## src/sv/tlt_pkg.sv

```systemverilog
package tlt_pkg;

  localparam int MaxRes     = 4;
  localparam int CntW       = 3;
  localparam int QueueDepth = 4;

  localparam logic [3:0] KindIdent       = 4'd0;
  localparam logic [3:0] KindNumber      = 4'd1;
  localparam logic [3:0] KindString      = 4'd2;
  localparam logic [3:0] KindAssign      = 4'd3;
  localparam logic [3:0] KindPlusAssign  = 4'd4;
  localparam logic [3:0] KindMinusAssign = 4'd5;
  localparam logic [3:0] KindMultAssign  = 4'd6;
  localparam logic [3:0] KindSemicolon   = 4'd7;
  localparam logic [3:0] KindPrint       = 4'd8;
  localparam logic [3:0] KindFor         = 4'd9;
  localparam logic [3:0] KindEndfor      = 4'd10;
  localparam logic [3:0] KindEof         = 4'd11;
  localparam logic [3:0] KindBadChar     = 4'd12;

  typedef struct packed {
    logic [7:0] text_byte;
    logic       byte_present;
    logic       source_end;
  } in_t;

  typedef struct packed {
    logic [7:0] value_char;
    logic       char_present;
    logic       token_end;
    logic [3:0] token_kind;
    logic       last;
  } out_t;

  typedef struct packed {
    out_t [MaxRes-1:0] res;
    logic [CntW-1:0]   cnt;
  } bundle_t;

endpackage

```

## src/sv/tlt_front.sv

```systemverilog
module tlt_front (
  input  logic             clk_i,
  input  logic             rst_ni,
  input  logic             accept_i,
  input  tlt_pkg::in_t     in_i,
  output logic             wr_o,
  output tlt_pkg::bundle_t bundle_o
);
  import tlt_pkg::*;

  typedef enum logic [1:0] {
    ModeIdle,
    ModeIdent,
    ModeNumber,
    ModeString
  } mode_e;

  localparam logic [1:0] HeldNone  = 2'd0;
  localparam logic [1:0] HeldPlus  = 2'd1;
  localparam logic [1:0] HeldMinus = 2'd2;
  localparam logic [1:0] HeldStar  = 2'd3;

  localparam logic [7:0] ChQuote = 8'h22;
  localparam logic [7:0] ChEq    = 8'h3d;
  localparam logic [7:0] ChSemi  = 8'h3b;
  localparam logic [7:0] ChUnder = 8'h5f;
  localparam logic [7:0] ChPlus  = 8'h2b;
  localparam logic [7:0] ChMinus = 8'h2d;
  localparam logic [7:0] ChStar  = 8'h2a;

  mode_e      mode_q, mode_d;
  logic [1:0] held_q, held_d;
  logic [2:0] alive_q, alive_d;
  logic [2:0] wlen_q, wlen_d;
  bundle_t    b;
  logic [7:0] c;
  logic       fresh;

  function automatic logic is_digit(input logic [7:0] x);
    return (x >= 8'h30) && (x <= 8'h39);
  endfunction

  function automatic logic is_alpha(input logic [7:0] x);
    return ((x >= 8'h41) && (x <= 8'h5a)) || ((x >= 8'h61) && (x <= 8'h7a));
  endfunction

  function automatic logic is_space(input logic [7:0] x);
    return (x == 8'h20) || ((x >= 8'h09) && (x <= 8'h0d));
  endfunction

  function automatic logic is_word(input logic [7:0] x);
    return is_alpha(x) || is_digit(x) || (x == ChUnder);
  endfunction

  function automatic logic [7:0] op_char(input logic [1:0] h);
    logic [7:0] r;
    case (h)
      HeldPlus:  r = ChPlus;
      HeldMinus: r = ChMinus;
      HeldStar:  r = ChStar;
      default:   r = 8'h00;
    endcase
    return r;
  endfunction

  function automatic logic [2:0] kw_len(input int k);
    logic [2:0] r;
    case (k)
      0:       r = 3'd5;
      1:       r = 3'd3;
      default: r = 3'd6;
    endcase
    return r;
  endfunction

  function automatic logic [3:0] kw_kind(input int k);
    logic [3:0] r;
    case (k)
      0:       r = KindPrint;
      1:       r = KindFor;
      default: r = KindEndfor;
    endcase
    return r;
  endfunction

  function automatic logic kw_match(input int k, input logic [2:0] i, input logic [7:0] x);
    logic [47:0] w;
    logic [2:0]  sh;
    logic        m;
    case (k)
      0:       w = {"PRINT", 8'h00};
      1:       w = {"FOR", 24'h000000};
      default: w = "ENDFOR";
    endcase
    sh = 3'd5 - i;
    m  = 1'b0;
    if (i < kw_len(k)) begin
      m = (w[{sh, 3'b000} +: 8] == x);
    end
    return m;
  endfunction

  function automatic bundle_t emit(input bundle_t bi, input logic [7:0] ch, input logic pr,
                                   input logic en, input logic [3:0] kind);
    bundle_t bo;
    bo = bi;
    if (bi.cnt < CntW'(MaxRes)) begin
      bo.res[bi.cnt[1:0]].value_char   = ch;
      bo.res[bi.cnt[1:0]].char_present = pr;
      bo.res[bi.cnt[1:0]].token_end    = en;
      bo.res[bi.cnt[1:0]].token_kind   = en ? kind : KindIdent;
      bo.res[bi.cnt[1:0]].last         = 1'b0;
      bo.cnt = bi.cnt + CntW'(1);
    end
    return bo;
  endfunction

  function automatic logic [3:0] ident_kind(input logic [2:0] al, input logic [2:0] wl);
    logic [3:0] r;
    r = KindIdent;
    for (int k = 0; k < 3; k++) begin
      if (al[k] && (wl == kw_len(k))) begin
        r = kw_kind(k);
      end
    end
    return r;
  endfunction

  always_comb begin
    b       = '0;
    mode_d  = mode_q;
    held_d  = held_q;
    alive_d = alive_q;
    wlen_d  = wlen_q;
    c       = in_i.text_byte;
    fresh   = 1'b0;
    if (in_i.byte_present) begin
      fresh = 1'b1;
      if (mode_d == ModeString) begin
        fresh = 1'b0;
        if (c == ChQuote) begin
          b      = emit(b, 8'h00, 1'b0, 1'b1, KindString);
          mode_d = ModeIdle;
        end else begin
          b = emit(b, c, 1'b1, 1'b0, KindIdent);
        end
      end else if (mode_d == ModeIdent) begin
        if (is_word(c)) begin
          fresh = 1'b0;
          for (int k = 0; k < 3; k++) begin
            if (alive_d[k] && !kw_match(k, wlen_d, c)) begin
              alive_d[k] = 1'b0;
            end
          end
          if (wlen_d != 3'd7) begin
            wlen_d = wlen_d + 3'd1;
          end
          b = emit(b, c, 1'b1, 1'b0, KindIdent);
        end else begin
          b      = emit(b, 8'h00, 1'b0, 1'b1, ident_kind(alive_d, wlen_d));
          mode_d = ModeIdle;
        end
      end else if (mode_d == ModeNumber) begin
        if (is_digit(c)) begin
          fresh = 1'b0;
          b     = emit(b, c, 1'b1, 1'b0, KindIdent);
        end else begin
          b      = emit(b, 8'h00, 1'b0, 1'b1, KindNumber);
          mode_d = ModeIdle;
        end
      end
      if (fresh && (held_d != HeldNone)) begin
        if (c == ChEq) begin
          fresh = 1'b0;
          b     = emit(b, op_char(held_d), 1'b1, 1'b0, KindIdent);
          case (held_d)
            HeldPlus:  b = emit(b, c, 1'b1, 1'b1, KindPlusAssign);
            HeldMinus: b = emit(b, c, 1'b1, 1'b1, KindMinusAssign);
            default:   b = emit(b, c, 1'b1, 1'b1, KindMultAssign);
          endcase
          held_d = HeldNone;
        end else if ((held_d == HeldMinus) && is_digit(c)) begin
          fresh  = 1'b0;
          b      = emit(b, ChMinus, 1'b1, 1'b0, KindIdent);
          b      = emit(b, c, 1'b1, 1'b0, KindIdent);
          held_d = HeldNone;
          mode_d = ModeNumber;
        end else begin
          b      = emit(b, op_char(held_d), 1'b1, 1'b1, KindAssign);
          held_d = HeldNone;
        end
      end
      if (fresh && !is_space(c)) begin
        if (is_alpha(c) || (c == ChUnder)) begin
          mode_d = ModeIdent;
          for (int k = 0; k < 3; k++) begin
            alive_d[k] = kw_match(k, 3'd0, c);
          end
          wlen_d = 3'd1;
          b      = emit(b, c, 1'b1, 1'b0, KindIdent);
        end else if (is_digit(c)) begin
          mode_d = ModeNumber;
          b      = emit(b, c, 1'b1, 1'b0, KindIdent);
        end else if (c == ChQuote) begin
          mode_d = ModeString;
        end else if (c == ChPlus) begin
          held_d = HeldPlus;
        end else if (c == ChMinus) begin
          held_d = HeldMinus;
        end else if (c == ChStar) begin
          held_d = HeldStar;
        end else if (c == ChEq) begin
          b = emit(b, c, 1'b1, 1'b1, KindAssign);
        end else if (c == ChSemi) begin
          b = emit(b, c, 1'b1, 1'b1, KindSemicolon);
        end else begin
          b = emit(b, c, 1'b1, 1'b1, KindBadChar);
        end
      end
    end
    if (in_i.source_end) begin
      if (held_d != HeldNone) begin
        b = emit(b, op_char(held_d), 1'b1, 1'b1, KindAssign);
      end
      case (mode_d)
        ModeIdent:  b = emit(b, 8'h00, 1'b0, 1'b1, ident_kind(alive_d, wlen_d));
        ModeNumber: b = emit(b, 8'h00, 1'b0, 1'b1, KindNumber);
        ModeString: b = emit(b, 8'h00, 1'b0, 1'b1, KindString);
        default:    ;
      endcase
      b       = emit(b, 8'h00, 1'b0, 1'b1, KindEof);
      mode_d  = ModeIdle;
      held_d  = HeldNone;
      alive_d = 3'b111;
      wlen_d  = 3'd0;
    end
    if (b.cnt != '0) begin
      b.res[2'(b.cnt - CntW'(1))].last = 1'b1;
    end
  end

  assign wr_o     = accept_i && (b.cnt != '0);
  assign bundle_o = b;

  always_ff @(posedge clk_i or negedge rst_ni) begin
    if (!rst_ni) begin
      mode_q  <= ModeIdle;
      held_q  <= HeldNone;
      alive_q <= 3'b111;
      wlen_q  <= 3'd0;
    end else if (accept_i) begin
      mode_q  <= mode_d;
      held_q  <= held_d;
      alive_q <= alive_d;
      wlen_q  <= wlen_d;
    end
  end

endmodule

```

## src/sv/tlt_fifo.sv

```systemverilog
module tlt_fifo #(
  parameter int Depth = tlt_pkg::QueueDepth
) (
  input  logic             clk_i,
  input  logic             rst_ni,
  input  logic             wr_i,
  input  tlt_pkg::bundle_t wdata_i,
  input  logic             rd_i,
  output tlt_pkg::bundle_t rdata_o,
  output logic             valid_o,
  output logic             full_o
);
  import tlt_pkg::*;

  localparam int Aw = (Depth > 1) ? $clog2(Depth) : 1;
  localparam int Cw = $clog2(Depth + 1);

  bundle_t         mem_q [Depth];
  logic [Aw-1:0]   wptr_q, rptr_q;
  logic [Cw-1:0]   count_q;
  logic            do_wr, do_rd;

  assign valid_o = (count_q != '0);
  assign full_o  = (count_q == Cw'(Depth));
  assign do_wr   = wr_i && !full_o;
  assign do_rd   = rd_i && valid_o;
  assign rdata_o = mem_q[rptr_q];

  always_ff @(posedge clk_i) begin
    if (do_wr) begin
      mem_q[wptr_q] <= wdata_i;
    end
  end

  always_ff @(posedge clk_i or negedge rst_ni) begin
    if (!rst_ni) begin
      wptr_q  <= '0;
      rptr_q  <= '0;
      count_q <= '0;
    end else begin
      if (do_wr) begin
        wptr_q <= (wptr_q == Aw'(Depth - 1)) ? '0 : wptr_q + Aw'(1);
      end
      if (do_rd) begin
        rptr_q <= (rptr_q == Aw'(Depth - 1)) ? '0 : rptr_q + Aw'(1);
      end
      if (do_wr && !do_rd) begin
        count_q <= count_q + Cw'(1);
      end else if (do_rd && !do_wr) begin
        count_q <= count_q - Cw'(1);
      end
    end
  end

endmodule

```

## src/sv/tlt_back.sv

```systemverilog
module tlt_back (
  input  logic             clk_i,
  input  logic             rst_ni,
  input  tlt_pkg::bundle_t bundle_i,
  input  logic             bundle_valid_i,
  output logic             bundle_rd_o,
  input  logic             pop,
  output logic             empty,
  output tlt_pkg::out_t    out_data_o
);
  import tlt_pkg::*;

  bundle_t    cur_q;
  logic [1:0] idx_q;
  logic       valid_q;
  logic       at_end;
  logic       take;

  assign at_end      = ({1'b0, idx_q} + CntW'(1)) == cur_q.cnt;
  assign take        = bundle_valid_i && (!valid_q || (pop && at_end));
  assign bundle_rd_o = take;
  assign empty       = !valid_q;
  assign out_data_o  = cur_q.res[idx_q];

  always_ff @(posedge clk_i) begin
    if (take) begin
      cur_q <= bundle_i;
    end
  end

  always_ff @(posedge clk_i or negedge rst_ni) begin
    if (!rst_ni) begin
      valid_q <= 1'b0;
      idx_q   <= '0;
    end else if (take) begin
      valid_q <= 1'b1;
      idx_q   <= '0;
    end else if (pop && valid_q) begin
      if (at_end) begin
        valid_q <= 1'b0;
        idx_q   <= '0;
      end else begin
        idx_q <= idx_q + 2'd1;
      end
    end
  end

endmodule

```

## src/sv/toy_language_tokenizer.sv

```systemverilog
// Streaming tokenizer: source text goes in one byte per beat and token text
// comes out one character result per beat.
// Input channel: in_data_i carries text_byte, byte_present and source_end; a
// beat is taken when push is high and full is low. A beat with source_end set
// closes any open token and pending operator and ends with an eof result.
// Output channel: while empty is low, out_data_o holds the oldest result; it
// is taken when pop is high. The last flag marks the final result of a beat.
// An input beat's results are registered in the result queue and then in the output stage before they reach out_data_o.
// An input beat is taken in every cycle while push is high and the result queue
// has room; each beat yields zero to four results, and the output side delivers
// one result per cycle while pop is high, so throughput is one beat per cycle until
// multi-result bursts outpace the single-result output port.
// The queue holds QueueDepth beats' worth of results plus one beat in the
// output stage; full rises when the queue is full, so a stalled receiver holds
// back the sender without losing results.
// Reset clears the scanner state and empties the queue and the output stage.
module toy_language_tokenizer #(
  parameter int QueueDepth = tlt_pkg::QueueDepth
) (
  input  logic          clk_i,
  input  logic          rst_ni,
  input  logic          push,
  output logic          full,
  input  tlt_pkg::in_t  in_data_i,
  output logic          empty,
  input  logic          pop,
  output tlt_pkg::out_t out_data_o
);
  import tlt_pkg::*;

  logic    accept;
  logic    fifo_wr;
  logic    fifo_rd;
  logic    fifo_valid;
  bundle_t wr_bundle;
  bundle_t rd_bundle;

  assign accept = push && !full;

  tlt_front u_front (
    .clk_i    (clk_i),
    .rst_ni   (rst_ni),
    .accept_i (accept),
    .in_i     (in_data_i),
    .wr_o     (fifo_wr),
    .bundle_o (wr_bundle)
  );

  tlt_fifo #(
    .Depth (QueueDepth)
  ) u_fifo (
    .clk_i   (clk_i),
    .rst_ni  (rst_ni),
    .wr_i    (fifo_wr),
    .wdata_i (wr_bundle),
    .rd_i    (fifo_rd),
    .rdata_o (rd_bundle),
    .valid_o (fifo_valid),
    .full_o  (full)
  );

  tlt_back u_back (
    .clk_i          (clk_i),
    .rst_ni         (rst_ni),
    .bundle_i       (rd_bundle),
    .bundle_valid_i (fifo_valid),
    .bundle_rd_o    (fifo_rd),
    .pop            (pop),
    .empty          (empty),
    .out_data_o     (out_data_o)
  );

`ifndef NO_ASSERTIONS
  a_wr_not_full : assert property (@(posedge clk_i) disable iff (!rst_ni)
    fifo_wr |-> !full) else $error("Result queue written while full.");

  a_wr_nonempty : assert property (@(posedge clk_i) disable iff (!rst_ni)
    fifo_wr |-> (wr_bundle.cnt != '0)) else $error("Empty bundle queued.");

  a_kind_zero : assert property (@(posedge clk_i) disable iff (!rst_ni)
    (!empty && !out_data_o.token_end) |-> (out_data_o.token_kind == KindIdent))
    else $error("Token kind set on a result that does not close a token.");

  a_rd_valid : assert property (@(posedge clk_i) disable iff (!rst_ni)
    fifo_rd |-> fifo_valid) else $error("Result queue read while empty.");
`endif

endmodule
```

## config.mk

```make
export PLATFORM = sky130hd
export DESIGN_NAME = toy_language_tokenizer
export DESIGN_NICKNAME = d
export VERILOG_FILES = /design/src/sv/tlt_pkg.sv /design/src/sv/tlt_front.sv /design/src/sv/tlt_fifo.sv /design/src/sv/tlt_back.sv /design/src/sv/toy_language_tokenizer.sv
export SDC_FILE = /design/constraint.sdc
export NUM_CORES = 1
export LEC_CHECK = 0
export BUFFER_PORTS_ARGS = -buffer_cell sky130_fd_sc_hd__buf_4
export CAP_MARGIN = 15
export CORE_ASPECT_RATIO = 1.5
export CORE_MARGIN = 3
export CORE_UTILIZATION = 35
export CTS_BUF_LIST = sky130_fd_sc_hd__clkbuf_8
export DETAILED_ROUTE_END_ITERATION = 10
export PLACE_DENSITY_LB_ADDON = 0.1
export SETUP_SLACK_MARGIN = 0.1
export SLEW_MARGIN = 15
export SYNTH_ARGS = -nofsm -noshare
export SYNTH_HDL_FRONTEND = slang
export SYNTH_SLANG_ARGS = --single-unit
```

## constraint.sdc

```tcl
create_clock -name clk_i -period 8.8 [get_ports clk_i]
set_clock_uncertainty 0.2 [all_clocks]
set_input_delay 1.32 -clock clk_i [delete_from_list [all_inputs] [get_ports clk_i]]
set_output_delay 1.32 -clock clk_i [all_outputs]
set_load 0.02 [all_outputs]
```

# [After elaboration in Yosys (flattened, before gate mapping)]
# Memories as Yosys holds them, arrays and structs flattened. A register that Yosys moved wholly into a read port is not among the register bits.
# Index checks and enable logic that the tools add are counted.
[totals] ram_bits=252 regBits=20 output_inout_bits=17 word_cells=507 mem_count=1
[op_classes] order_cmp=38 reduce_logical=55 eq_ne=37 addsub=16 shift=3 n_mux=348
[mem_list] name="u_fifo.mem_q" words=4 word_bits=63 rd=1 rd_ports_with_merged_regs=1 wr=1 line="tlt_fifo.sv:18" rtl="bundle_t mem_q [Depth];"
[op_table] op="bitwise mux 60 bit" count=61
[op_table] op="2-to-1 mux 63 bit" count=45
[op_table] op="demux 15 bit (select 2 bit)" count=36
[op_table] op="2-to-1 mux 48 bit" count=21
[op_table] op="case mux 63 bit (3 select lines)" count=1
[op_table] op="2-to-1 mux 3 bit" count=56
[op_table] op="variable part select 48 x 7 -> 8 bit" count=3
[op_table] op="case mux 63 bit (2 select lines)" count=1
[op_table] op="2-to-1 mux 15 bit" count=8
[op_table] op="2-to-1 mux 8 bit" count=9
[op_table] op="2-to-1 mux 2 bit" count=30
[op_table] op="2-to-1 mux 60 bit" count=1
[op_table] op="equality test 8 x 6 -> 1 bit (second input constant)" count=7
[op_table] op="2-to-1 mux 18 bit" count=3
[op_table] op="2-to-1 mux 7 bit" count=7
[op_table] op="equality test 8 bit" count=6
[op_table] op="2-to-1 mux 1 bit" count=44
[op_table] op="2-to-1 mux 6 bit" count=7
[op_table] op="case mux 6 bit (3 select lines)" count=2
[op_table] op="2-to-1 mux 5 bit" count=7
[op_table] op="logical AND 1 bit" count=33
[op_table] op="2-to-1 mux 4 bit" count=8
[op_table] op="binary-select mux 15 bit (select 2 bit)" count=1
[op_table] op="adder 3 x 1 -> 3 bit (second input constant)" count=9
[op_table] op="27 further kinds" count=91

# [Depth between registers and ports, before layout]
# Gate-level depths: netlist of run 1.
[logic_depth] ltp_word=108 mapped_depth=30

# [By module]
# From an unflattened synthesis of run 1, not the netlist that was laid out.
[hier_totals] cells_unflattened=1099 area_unflattened_um2=16261.8
[by_module_without_submodules] mod="tlt_fifo" instances=1 area_each_um2=9537.9 seq_area_each_um2=7742.4 cells_each=366
[by_module_without_submodules] mod="tlt_front" instances=1 area_each_um2=4202.8 seq_area_each_um2=254.0 cells_each=626
[by_module_without_submodules] mod="tlt_back" instances=1 area_each_um2=2507.4 seq_area_each_um2=1966.9 cells_each=106
[by_module_without_submodules] mod="toy_language_tokenizer" instances=1 area_each_um2=13.8 seq_area_each_um2=0.0 cells_each=1

# [Worst setup path after synthesis of run 1]
# Ideal clock, no wire load.
[synth_timing] kind="input -> register" from="input port in_data_i[3] in the netlist's numbering" to="memory u_fifo.mem_q[1][0] in the netlist's numbering, enable pin" arrival_time_ns=7.299 setup_time_ns=0.428 path_slack_ns=0.873 cell_stages=21 t_required_ns=8.172 cell_sequence="or4_4 o21ai_2 o21ai_1 buf_2 a211oi_1 nand4_1 o21ai_0 inv_1 ha_1 nor2_1 clkbuf_1 xnor2_1 inv_1 ha_1 mux2i_1 ha_1 nor4b_1 a32o_1 inv_1 a41oi_4 and2_1"
[synth_between] elab_chain_len=40 elab_cells_between_ends=107 cone_classes="add/sub: 4; order compare: 12; eq/ne: 11; mux: 63; reduce/logical: 17"
[synth_lines] item="from (decl)" line="toy_language_tokenizer.sv:24" rtl="input tlt_pkg::in_t in_data_i,"
[synth_lines] item=">= comparator 8 x 7 -> 1 bit or <= comparator 8 x 7 -> 1 bit (tied branches)" line="tlt_front.sv:44" rtl="return ((x >= 8'h41) && (x <= 8'h5a)) || ((x >= 8'h61) && (x <= 8'h7a));"
[synth_lines] item="logical AND 1 bit" line="tlt_front.sv:44"
[synth_lines] item="logical OR 1 bit" line="tlt_front.sv:44"
[synth_lines] item="logical OR 1 bit (2 in a row)" line="tlt_front.sv:52" rtl="return is_alpha(x) || is_digit(x) || (x == ChUnder);"
[synth_lines] item="2-to-1 mux 1 bit" line="tlt_front.sv:148" rtl="if (is_word(c)) begin"
[synth_lines] item="2-to-1 mux 1 bit" line="tlt_front.sv:147" rtl="end else if (mode_d == ModeIdent) begin"
[synth_lines] item="2-to-1 mux 1 bit" line="tlt_front.sv:139" rtl="if (mode_d == ModeString) begin"
[synth_lines] item="2-to-1 mux 1 bit" line="tlt_front.sv:137" rtl="if (in_i.byte_present) begin"
[synth_lines] item="(+24 left out)"
[synth_lines] item="2-to-1 mux 63 bit" line="tlt_front.sv:107" rtl="if (bi.cnt < CntW'(MaxRes)) begin"
[synth_lines] item="2-to-1 mux 63 bit *" line="tlt_front.sv:221" rtl="if (in_i.source_end) begin"
[synth_lines] item="nonzero test 3 bit *" line="tlt_front.sv:242" rtl="assign wr_o = accept_i && (b.cnt != '0);"
[synth_lines] item="logical AND 1 bit *" line="tlt_front.sv:242"
[synth_lines] item="logical AND 1 bit *" line="tlt_fifo.sv:25" rtl="assign do_wr = wr_i && !full_o;"
[synth_lines] item="named net u_fifo.do_wr" line="tlt_fifo.sv:21" rtl="logic do_wr, do_rd;"
[synth_lines] item="2-to-1 mux 1 bit *" line="tlt_fifo.sv:30" rtl="if (do_wr) begin"
[synth_lines] item="2-to-1 mux 1 bit (implied by the code) *" line="tlt_fifo.sv:31" rtl="mem_q[wptr_q] <= wdata_i;"
[synth_lines] item="to (decl)" line="tlt_fifo.sv:18"
# Mark *: on every way through the listed nets, which the timed path passes. The rest lies on a longest branch. The select of a mux whose other input is x is not followed.

# [Worst setup path after layout of run 1]
[layout_timing] from="input port in_data_i[6] in the netlist's numbering" to="register u_fifo.count_q[2]"
[layout_between] elab_chain_len=41 elab_cells_between_ends=110 cone_classes="add/sub: 4; order compare: 12; eq/ne: 11; mux: 62; reduce/logical: 21"
[layout_lines] item=">= comparator 8 x 7 -> 1 bit or <= comparator 8 x 7 -> 1 bit (tied branches)" line="tlt_front.sv:44"
[layout_lines] item="logical AND 1 bit" line="tlt_front.sv:44"
[layout_lines] item="logical OR 1 bit" line="tlt_front.sv:44"
[layout_lines] item="logical OR 1 bit (2 in a row)" line="tlt_front.sv:52"
[layout_lines] item="2-to-1 mux 1 bit" line="tlt_front.sv:148"
[layout_lines] item="2-to-1 mux 1 bit" line="tlt_front.sv:147"
[layout_lines] item="2-to-1 mux 1 bit" line="tlt_front.sv:139"
[layout_lines] item="2-to-1 mux 1 bit" line="tlt_front.sv:137"
[layout_lines] item="(+25 left out)"
[layout_lines] item="2-to-1 mux 63 bit *" line="tlt_front.sv:221"
[layout_lines] item="nonzero test 3 bit *" line="tlt_front.sv:242"
[layout_lines] item="logical AND 1 bit *" line="tlt_front.sv:242"
[layout_lines] item="logical AND 1 bit *" line="tlt_fifo.sv:25"
[layout_lines] item="named net u_fifo.do_wr" line="tlt_fifo.sv:21"
[layout_lines] item="zero test 1 bit" line="tlt_fifo.sv:49" rtl="end else if (do_rd && !do_wr) begin"
[layout_lines] item="logical AND 1 bit" line="tlt_fifo.sv:49"
[layout_lines] item="nonzero test 2 bit (no source line)"
[layout_lines] item="to (signal assigned)" line="tlt_fifo.sv:48" rtl="count_q <= count_q + Cw'(1);"
[layout_lines] item="to (signal assigned)" line="tlt_fifo.sv:50" rtl="count_q <= count_q - Cw'(1);"
[layout_lines] item="to (decl)" line="tlt_fifo.sv:20" rtl="logic [Cw-1:0] count_q;"
# Marks and branches as above.
# A chain may end at the register's enable or synchronous reset.

==> results by stage, run 1 <==
Outcome:
- The run finished with clean final reports.

Global route:
- For this run the aggregate overflow at the end of global routing stands at 0.
- The number of global-route vias before repair is 10180.
- The initial antenna violation count is 1.
- Entering global routing, the biggest net connects 66 pins.
- The first global-routing pass estimated 66610 µm of wire.
- The total routing resource utilization after global routing is 0.1836.

Yosys:
- The count of yosys warnings during synthesis is 0.
- Of the synthesized area, sequential elements account for 0.6255.
- The area fraction of the dominant cell type after synthesis is 0.5938.
- In the synthesized netlist the async set-or-reset flop fraction comes to 0.05970.
- The number of flops mapped to enable cells by yosys is 315.
- The mean area per synthesized cell is 14.64 µm².
- The top cell type by total area after synthesis is edfxtp_1.
- The post-synthesis register bit count is between 300 and 400.
- By area the synthesized netlist is led by edfxtp_1, mux4_2, ha_1.
- The unique cell type count in the Yosys netlist is between 80 and 90.
- The cell area that synthesis handed to floorplanning was 0.01593 mm².
- The most frequently used flop master after synthesis is edfxtp_1.
- The number of instances in the synthesized netlist is 1088.
- The net count after synthesis is between 1000 and 1500.

Clocking:
- The maximum root-to-sink buffer count is 3.
- The number of buffers added to fix hold violations after cts is 0.
- Clock latency on the worst-skew pair, taken at its later pin, is 0.58 ns.
- The CTS H-tree depth is 2.
- The tree is rooted in a clkbuf_8.
- Clock-pin slew was measured on the worst setup and hold paths at 0.07 ns.
- The post-CTS setup buffer count is 0.
- The post-cts repair resize count is 0.
- TritonCTS built the clock tree.
- The total clock buffers created by CTS is 49.
- The number of sinks on the clock net is about 340.

Layout:
- The utilization after layout is 0.3973.
- The multi-input combinational cells in the finished layout cover a total of around 0.0056 mm².
- Relative to the synthesized area, the layout overhead comes to 12.07%.
- Leaving out fill and tap cells, the most frequent cells in the layout are edfxtp_1, nand2_1, mux4_2.
- The net count of the finished layout is 1199.
- Leaving out fill and tap cells, the most frequent cell in the layout is edfxtp_1.
- In the final layout, the share of cells above drive strength 1 is 0.2000.
- The layout filler cell count is 4223.
- The footprint of the flip-flops and latches is 0.009968 mm².
- The cell area after layout is 0.01785 mm².
- The number of standard cells in the final layout excluding fillers is 1763.

Place:
- Summing all placed instances gives a cell area of 0.01697 mm².
- The final estimated routing congestion in global placement is 0.9292.
- The count of buffers added on input and output ports is 30.
- Summed over all nets, the half-perimeter wirelength after detailed placement is 31110 µm.
- Including well taps, the total number of placed cells is ~1700.

Power:
- The internal power of the cells totals 3.332 mW.
- The share of power burned in combinational logic is 0.298.
- The analysis attributes to net switching a power of 1.511 mW.
- Summed over all cells, the static leakage comes to 6.111 nW.
- The switching fraction of total power is 0.3120.
- The completed layout was analyzed and its total power is 4.843 mW.
- The sequential group share of total power is 0.468.
- The cell area power density is roughly 270 mW/mm².
- The fraction of power consumed by the clock network is 0.233.
- IR analysis of the VDD net gives a maximum drop of 0.1225 mV.

Run:
- The max-cap violation count is 0.

Worst hold path:
- The worst hold path class is reg -> reg.

STA:
- The number of endpoints with negative hold slack in the final report was 0.
- The tightest slew margin relative to the limit is 0.2917.
- The smallest clock period supported by the final layout is computed as 7.542 ns.
- The post-route setup TNS is 0 ns.
- At the pin with the least slew margin, the transition time is ~1.1 ns.
- The final critical-path share of the clock period is 0.8570.
- Setup repair after global routing left no endpoint under its margin.
- Derived from the worst setup path, the maximum achievable clock frequency is 132.6 MHz.
- Setup violations remaining at the end of the flow were counted as 0.
- The count of final max-slew check failures was 0.

Critical path:
- The worst-path cell with the longest stage delay is a221oi_1.
- Of all nets on the critical path, the largest fanout is 21.
- The type of destination of the critical path is a flop.
- By startpoint and endpoint, the worst setup path is classified as in -> reg.
- For the worst setup path, the data required time is 9.10 ns.
- The largest stage delay on the critical path is 0.58 ns.
- STA puts the critical path data arrival time at approximately 8 ns.
- The setup check on the worst reg-to-reg path leaves a slack of ~1.6 ns.
- The sort of element at the start of the critical path is an input pin.
- The most common cell type on the critical path is ha_1.

Route:
- The detail route stage leaves a number of antenna-violating nets equal to 0.
- The first routing iteration left 656 violations.
- The pre-antenna-repair detailed-routing pass consisted of 5 iterations.
- After detailed routing, the total wire length is 44760 µm.
- The routed layout has 9845 vias.
- After detailed routing, the number of remaining DRC violations is 0.
- The vias per cell is 5.584.
- The per-cell routed wire length is around 25 µm.

Floorplan:
- The standard-cell row count is 95.
- The floorplan step set the die height to 267.3 µm.
- The starting density of the core is 0.3545.
- The die width is 180.2 µm.
- The overall die area is 0.04816 mm².
- After floorplanning, the core was sized to cover ~0.045 mm².
- 31 I/O pins were placed.
[Yosys cell counts, drive strengths merged, types with 4 or more instances]
master     n
a2111oi    7
a211o      4
a211oi    11
a21boi     4
a21o       6
a21oi     48
a221oi     5
a22o       5
a22oi      7
a31o       5
a31oi     19
and2      15
and3      13
buf       23
clkbuf    39
dfrtp     17
edfxtp   315
ha        42
inv       32
mux2       7
mux2i      5
mux4      78
nand2     79
nand2b    11
nand3     27
nand4      7
nor2      61
nor2b     13
nor3      19
nor4       4
nor4b      5
o2111ai    6
o211a      5
o211ai    15
o21ai     53
or3        4
xnor2     11
xor2       8
[routing by layer]
| layer | part of all wire | vias to the layer above | wire, µm | global-route usage |
|---|---|---|---|---|
| met2 | 0.52 | 254 | 23420 | 0.3295 |
| li1 | - | 4414 | - | - |
| met1 | 0.39 | 5079 | 17650 | 0.2202 |
| met3 | 0.031 | 98 | 1375 | 0.02147 |
| met5 | 0 | - | 0 | 0 |
| met4 | 0.052 | 0 | 2321 | 0.08864 |
[cell families after synthesis]
logic type,count (synthesis),synth area share
xor gates and xnor gates,19,0.01045
muxes,90,0.1184
AOI/OAI and AO/OA,229,0.1010
and+or+nand+nor,277,0.08719
DFF,335,0.6255
buffers and inverters,95,0.02325
adders and majority gates,43,0.03425
[stage by stage]
step,setup WS (ns),hold slack [ns]
after floorplan,0.8731,0.2560
after global placement,0.7106,0.2733
after detailed placement,0.7290,0.2759
after CTS,1.345,0.2888
after global routing,0.7941,0.3213
final,1.258,0.2884
[power by group through the flow]
stage | clock, mW | combinational [mW] | sequential (mW)
floorplan | 0 | 1.02 | 2.25
CTS | 1.18 | 1.49 | 2.28
finish | 1.13 | 1.44 | 2.27
global route | 1.24 | 1.58 | 2.30
global placement | 0 | 1.49 | 2.30
detailed placement | 0 | 1.49 | 2.31
[critical path: cells and delay by family]
| family | cells | cell delay (ns) |
|---|---|---|
| fa+ha+maj | 6 | 1.69 |
| xor+xnor | 2 | 0.32 |
| buf+inv | 5 | 0.65 |
| compound gates | 3 | 1.05 |
| simple gates | 9 | 2.08 |
| mux | 2 | 0.73 |
[sequential cells by signal, summed over array words and instances (netlist names)]
| name | count |
|---|---|
| u_front.mode_q | 2 |
| u_front.wlen_q | 3 |
| u_fifo.mem_q | 252 |
| u_fifo.wptr_q | 2 |
| u_back.idx_q | 2 |
| u_fifo.count_q | 3 |
| u_front.held_q | 2 |
| u_front.alive_q | 3 |
| u_back.valid_q | 1 |
| u_back.cur_q | 63 |
| u_fifo.rptr_q | 2 |
[final timing paths]
check | from | cells past startpoint | end
setup / recovery | in_data_i[6] | 27 | u_fifo.count_q[2]
hold / removal | u_fifo.count_q[2] | 1 | u_fifo.count_q[2]
setup reg to reg | u_front.held_q[0] | 29 | u_fifo.count_q[2]
hold reg to reg | u_fifo.count_q[2] | 1 | u_fifo.count_q[2]
max in group asynchronous | rst_ni | 1 | u_front.alive_q[0]
min in group asynchronous | rst_ni | 1 | u_fifo.rptr_q[1]
[final cells by class]
cell class                      count  share of cell area
Tap cell                          582             0.04079
Antenna cell                        1           0.0001402
Sequential cell                   335              0.5584
Timing Repair Buffer               65             0.03014
Clock buffer                       50             0.03855
Multi-Input combinational cell    658              0.3145
Clock inverter                     39             0.01058
Inverter                           33            0.006939
Note: power is estimated with default switching activity, not from simulation.
==> run 2: changes to the inputs <==
Settings changed: REMOVE_ABC_BUFFERS set to 1.
==> run 2 against run 1 <==
Against the previous run:
- final area increased by 0.27%
- combinational power about the same
- total power rose by 2.6%
- register-to-register slack worse by 0.09 ns
- worst setup slack improved by 0.20 ns
- clock-buffer cell count grew 3
- final cell count decreased by 0.11%
- largest cell class unchanged
- critical endpoint unchanged
- die area unchanged
- via count down 0.49%
==> results by stage, run 2 (synthesis results as in run 1) <==
Power:
- For this design the ratio of total power to cell area is 277.7 mW/mm².
- The largest vdd supply drop is about 0.13 mV.
- The share of total power dissipated in combinational logic is 0.286.
- The fraction of power consumed by the clock network is 0.250.
- Of the total power, the share spent switching nets is 0.3118.
- The sequential group share of total power is 0.464.
- The total power draw is 4.970 mW.
- In this run the static leakage power is slightly above 6 nW.
- The switching power total is ~1.5 mW.
- Cell internal power was estimated by the tool at 3.420 mW.

Layout:
- The library cells used most frequently in the layout, excluding fill and tap cells, are edfxtp_1, nand2_1, mux4_2.
- The library cell used most frequently in the layout, excluding fill and tap cells, is edfxtp_1.
- The share of post-route cells with drive strength above 1 is 0.1986.
- The largest registers in the layout are u_fifo.mem_q x252, u_back.cur_q x63.
- The net count of the finished layout is 1194.
- The flip-flop count of the largest register, all copies and words added is 252.
- The finished cells cover 0.01790 mm².
- The register with the most flip-flops in the final layout is u_fifo.mem_q.
- The synthesis-to-layout area growth is 12.37%.

Global route:
- The initial antenna violation count is 1.
- Across every metal layer, demand over resource in global routing totals 0.1808.
- The number of global-route vias before repair is 10230.
- The global-route wire length before repair is 65870 µm.
- The remaining global-route overflow is 0.
- The maximum number of pins on one net before global-route repair is 66.

Clocking:
- Buffers added to address setup during post-CTS repair amount to 0.
- For the worst-skew pair, the clock arrives at the later sink with an insertion delay of 0.59 ns.
- The tree built by TritonCTS fans out to 335 sinks.
- The number of buffers added to fix hold violations after cts is 0.
- The total clock buffers created by CTS is 51.
- The H-tree generated during clock tree synthesis spans 2 levels.
- The post-cts repair resize count is 0.
- The clock tree from TritonCTS is yes.
- The clock passes through at most 3 buffers.
- The cell chosen for the clock root is clkbuf_8.
- Clock-pin slew was measured on the worst setup and hold paths at 0.06 ns.

Place:
- The worst setup slack before clock tree synthesis is 0.9227 ns.
- Input and output buffers added on the ports amount to 30.
- The placed instances occupy a cell area of ~0.017 mm².
- The final estimated routing congestion in global placement is 0.9690.
- The placed wire-length estimate after detailed placement is between 30000 and 40000 µm.

STA:
- The clock period minus final worst setup slack is 7.339 ns.
- The post-route setup TNS is 0 ns.
- Setup violations remaining at the end of the flow were counted as 0.
- The worst pin sits at a relative slew slack of 0.3208.
- The highest achievable clock rate is 136.3 MHz.
- The setup slack after layout is 1.461 ns.
- The count of final max-slew check failures is 0.
- The slew of the pin with the lowest slew margin is 1.011 ns.
- The number of endpoints with negative hold slack in the final report was 0.
- Setup repair after global routing left no endpoint under its margin.
- The final critical-path share of the clock period is 0.8340.

Run:
- The max-cap violation count is 0.

Critical path:
- The type of the worst setup path is reg -> reg.
- The largest driver fanout on the critical path is 8.
- The startpoint identified for the worst register-to-register timing path is u_front.held_q[0].
- The setup slack of the worst register-to-register path is 1.46 ns.
- The required time at the worst-slack endpoint is ~9.1 ns.
- The worst register-to-register path ends at u_fifo.count_q[2].
- The cell count of the worst reg-to-reg path is 27.
- The arrival time reported for the critical path endpoint is approximately 7.7 ns.
- The type of destination of the critical path is a flop.
- The sort of element at the start of the critical path is a flop.

Floorplan:
- The initial utilization of the core area, before any placement, comes to 0.3545.
- The die width is 180.2 µm.
- From bottom edge to top edge, the die measures 267.3 µm.
- The die covers ~0.048 mm².
- The standard-cell row count is 95.
- The core region is 0.04493 mm².
- For this design the top-level I/O count stands at 31.

Route:
- The first detailed-routing pass took 5 iterations.
- The initial DRC count is 710.
- The final layout contains routed wiring with a total length of about 44000 µm.
- The via count is around 9800.
- For this run, design rule violations remaining after detail routing come to 0.
- After detailed routing, the number of vias per cell comes to 5.563.
- The count of nets left with antenna violations once routing finished came out at 0.
- The per-cell routed wire length is 24.90 µm.

Outcome:
- The run finished with clean final reports.

Worst hold path:
- The cell depth of the worst min-delay path is 1.
- The worst hold path begins at u_fifo.count_q[2].
- The worst hold path class is reg -> reg.
- The worst hold path terminates at u_fifo.count_q[2].
[run 2: power groups by stage]
stage | combinational, mW | sequential (mW) | clock, mW
finish | 1.42 | 2.30 | 1.24
CTS | 1.47 | 2.31 | 1.29
global placement | 1.46 | 2.34 | 0
floorplan | 0.892 | 2.38 | 0
global route | 1.55 | 2.34 | 1.36
detailed placement | 1.47 | 2.35 | 0
[run 2: routing by layer]
layer	global-route usage	wire, µm	vias to the layer above
met1	0.2151	17470	5004
met5	0	0	-
met4	0.08304	2136	0
met2	0.3267	22820	260
li1	-	-	4422
met3	0.02296	1421	111
[run 2: worst max-delay path by stage]
stage                                  from                  to  slack, ns
after global placement         in_data_i[3]   u_fifo.count_q[2]       1.06
final                     u_front.held_q[0]   u_fifo.count_q[2]       1.46
after floorplan                in_data_i[6]  u_fifo.mem_q[1][0]       0.59
after global routing      u_front.held_q[0]   u_fifo.count_q[2]       0.90
after detailed placement       in_data_i[3]   u_fifo.count_q[2]       0.92
after CTS                 u_front.held_q[0]   u_fifo.count_q[2]       1.49
[run 2: layout make-up]
type | instances | area (µm²)
clock buffers | 53 | 729.5
inverters | 33 | 123.9
clock inverters | 41 | 249.0
well taps | 582 | 728.2
repair buffers | 58 | 485.5
multi-input cells | 658 | 5613
diodes | 1 | 2.502
fillers | 4226 | 27030
flip-flops and latches | 335 | 9968
[run 2: per-stage QoR]
step	hold WS, ns	utilization	std cells
floorplan	0.2560	-	1026
global placement	0.2766	0.3766	1666
detailed placement	0.2791	0.3766	1666
CTS	0.2915	0.3983	1760
global route	0.3094	0.3984	1761
finish	0.2860	0.3984	1761
[run 2: worst max-delay path: stages, from the launching register on]
cell and delay (ns):
dfrtp_1 0.50, inv_1 0.23, ha_1 0.40, or3b_2 0.25, a311oi_1 0.10, or3_1 0.52, nor3_1 0.84, a31oi_1 0.18
o21ai_0 0.19, o21ai_0 0.15, inv_1 0.12, ha_1 0.26, nor2_1 0.10, xnor2_1 0.35, inv_1 0.12, ha_1 0.30
mux2i_1 0.31, ha_1 0.19, nor4b_1 0.21, a32o_1 0.20, inv_1 0.08, a41oi_4 0.29, ha_1 0.25, inv_1 0.07
fa_1 0.42, xor2_1 0.17, nor2_1 0.11, xor2_1 0.17
==> run 3: changes to the inputs <==
Clock period 8.8 ns to 6.7 ns, I/O delays scaled along.
==> run 3 against run 2 <==
Against the previous run:
- critical path depth increased by 2
- clock-buffer cell count decreased by 1
- final cell count increased by 4.2%
- critical path type unchanged
==> results by stage, run 3 (synthesis results as in run 1) <==
Clocking:
- The clock tree from TritonCTS is yes.
- The root buffer cell chosen for the clock tree is clkbuf_8.
- Counting along the longest clock path gives a buffer depth of 3.
- In this run the number of H-tree levels came out at 2.
- Clock tree synthesis found a total of 335 sinks.
- The post-cts repair resize count is 0.
- Counting the buffers created by CTS gives 50.
- The number of hold buffers added after CTS was 0.
- The post-CTS setup buffer count is 0.
- For the worst-skew pair, the clock arrives at the later sink with an insertion delay of between 0.5 and 0.6 ns.
- The CTS clock-pin slew for the worst setup and hold paths is 0.06 ns.

Route:
- Dividing the detail-routed via count by the number of cells gives 5.384.
- Wires add up to 43480 µm.
- The count of nets left with antenna violations once routing finished came out at 0.
- In the final routed layout, each cell accounts on average for 23.70 µm.
- For this run, design rule violations remaining after detail routing come to 0.
- The via count is 9880.
- The initial DRC count is approximately 600.
- The number of optimization iterations in the first detailed-route pass is 5.

Global route:
- The maximum number of pins on one net before global-route repair is 54.
- The initial antenna violation count came to 1.
- The remaining global-route overflow is 0.
- The number of global-route vias before repair came to 10540.
- The total routing resource utilization after global routing is 0.1803.
- The first global-routing pass estimated 65980 µm of wire.

STA:
- At the pin with the least slew margin, the transition time is around 0.91 ns.
- Based on the critical path, the design can be clocked at up to roughly 170 MHz.
- Setup total negative slack on the finished layout was measured at 0 ns.
- The final critical-path share of the clock period is 0.9015.
- Setup violations remaining at the end of the flow were counted as 0.
- The clock period minus final worst setup slack is 6.040 ns.
- The worst pin sits at a relative slew slack of 0.3886.
- The number of endpoints with negative hold slack in the final report came to 0.
- Setup slack closes at ~0.66 ns.
- The worst hold slack across all endpoints is 0.1093 ns.
- Setup repair after global routing left no endpoint under its margin.
- The count of final max-slew check failures is 0.

Layout:
- The share of post-route cells with drive strength above 1 is 0.2500.
- Leaving out fill and tap cells, the most frequent cell in the layout is edfxtp_1.
- The finished cells cover 0.01851 mm².
- Measured on the finished design, the core utilization comes to 0.4119.
- The flip-flop count of the largest register, all copies and words added is about 250.
- u_fifo.mem_q holds more flip-flops than any other register.
- In the layout the commonest cells are edfxtp_1, buf_4, nand2_1.
- The net count of the finished layout is 1273.
- The number of standard cells in the final layout excluding fillers is 1835.
- From synthesis to final layout, the design area changed by 16.19%.
- In the final layout, the registers with the most flip-flops are u_fifo.mem_q x252, u_back.cur_q x63.
- The layout filler cell count is 4259.

Place:
- Buffers placed on the I/O ports in this run total 30.
- Routability-driven placement finished with a final weighted congestion of 0.9493.
- At the placement stage, the worst setup path has a slack of around 0.13 ns.
- The instance area after placement is 0.01756 mm².
- The wire-length estimate of the detail-placed layout is 31280 µm.
- The placed instance count is 1746.

Power:
- The cell area power density is between 300 and 400 mW/mm².
- Summing internal, switching and leakage power gives 6.563 mW.
- The static leakage is around 6.5 nW.
- VDD sags by at most 0.1415 mV.

Critical path:
- The type of the worst setup path is reg -> reg.
- The worst setup path is captured at a flop.
- STA classifies the critical path startpoint as a flop.
- The required time at the worst-slack endpoint is 6.99 ns.
- The largest individual stage delay along the critical path comes from the cell dfrtp_1.
- The arrival time reported for the critical path endpoint is 6.33 ns.
- Along the worst path, the maximum fanout reaches 4.
- The largest stage delay on the critical path is roughly 0.50 ns.

Floorplan:
- The die is 180.2 µm wide.
- After floorplanning, the core was divided into 95 placement rows.
- The floorplan core area is about 0.045 mm².
- In this run the count of I/O pins placed on the die edge is 31.
- The die covers 0.04816 mm².
- The die is 267.3 µm tall.
- The initial utilization of the core area, before any placement, comes to 0.3545.

Outcome:
- The flow ran to the end, and the final reports show no timing, DRC or antenna violations.

Worst hold path:
- The worst hold path class is in -> async.

Run:
- The max-cap violation count is 0.
## run 3: cell types whose count changed in the layout (fill, tap and decap cells not counted), sizes merged
cell / change
clkbuf: -1
buf: +80
inv: -3
clkinv: -2
## run 3: path summary, 6_finish.rpt
kind / start / end / slack (ns) / cells past startpoint
max in group asynchronous: rst_ni / u_front.alive_q[0] / 5.90 / 1
min in group clk_i: u_fifo.count_q[2] / u_fifo.count_q[2] / 0.29 / 1
worst max-delay path: u_front.held_q[0] / u_fifo.count_q[2] / 0.66 / 29
worst min-delay path: rst_ni / u_fifo.rptr_q[0] / 0.11 / 1
worst max register to register: u_front.held_q[0] / u_fifo.count_q[2] / 0.66 / 29
worst min register to register: u_fifo.count_q[2] / u_fifo.count_q[2] / 0.29 / 1
## run 3: power breakdown
part	switching, mW	internal [mW]	leakage (nW)
Sequential	0.186	2.83	3.17
Combinational	1.07	0.885	2.79
Clock	0.757	0.833	0.535
Total	2.02	4.55	6.50
## run 3: layout make-up
class | count | area, µm² | area share
multi-input cells | 658 | 5614 | 0.3033
flip-flops and latches | 335 | 9968 | 0.5386
well taps | 582 | 728.2 | 0.03935
clock buffers | 52 | 715.7 | 0.03867
diodes | 1 | 2.502 | 0.0001352
clock inverters | 36 | 231.5 | 0.01251
repair buffers | 138 | 1124 | 0.06071
inverters | 33 | 123.9 | 0.006693
## run 3: worst max-delay path: cells and delay by family, from the launching register on
family	cells	cell delay, ns
simple gates	9	1.64
buf+inv	6	0.60
compound gates	6	1.15
mux	1	0.25
fa+ha+maj	5	1.27
xor+xnor	2	0.33
flops	1	0.50
## run 3: layer usage
layer | GRT usage | part of all wire | up-vias
li1 | - | - | 4574
met1 | 0.2181 | 0.40 | 4989
met2 | 0.3259 | 0.52 | 231
met3 | 0.02269 | 0.034 | 86
met4 | 0.07515 | 0.041 | 0
met5 | 0 | 0 | -
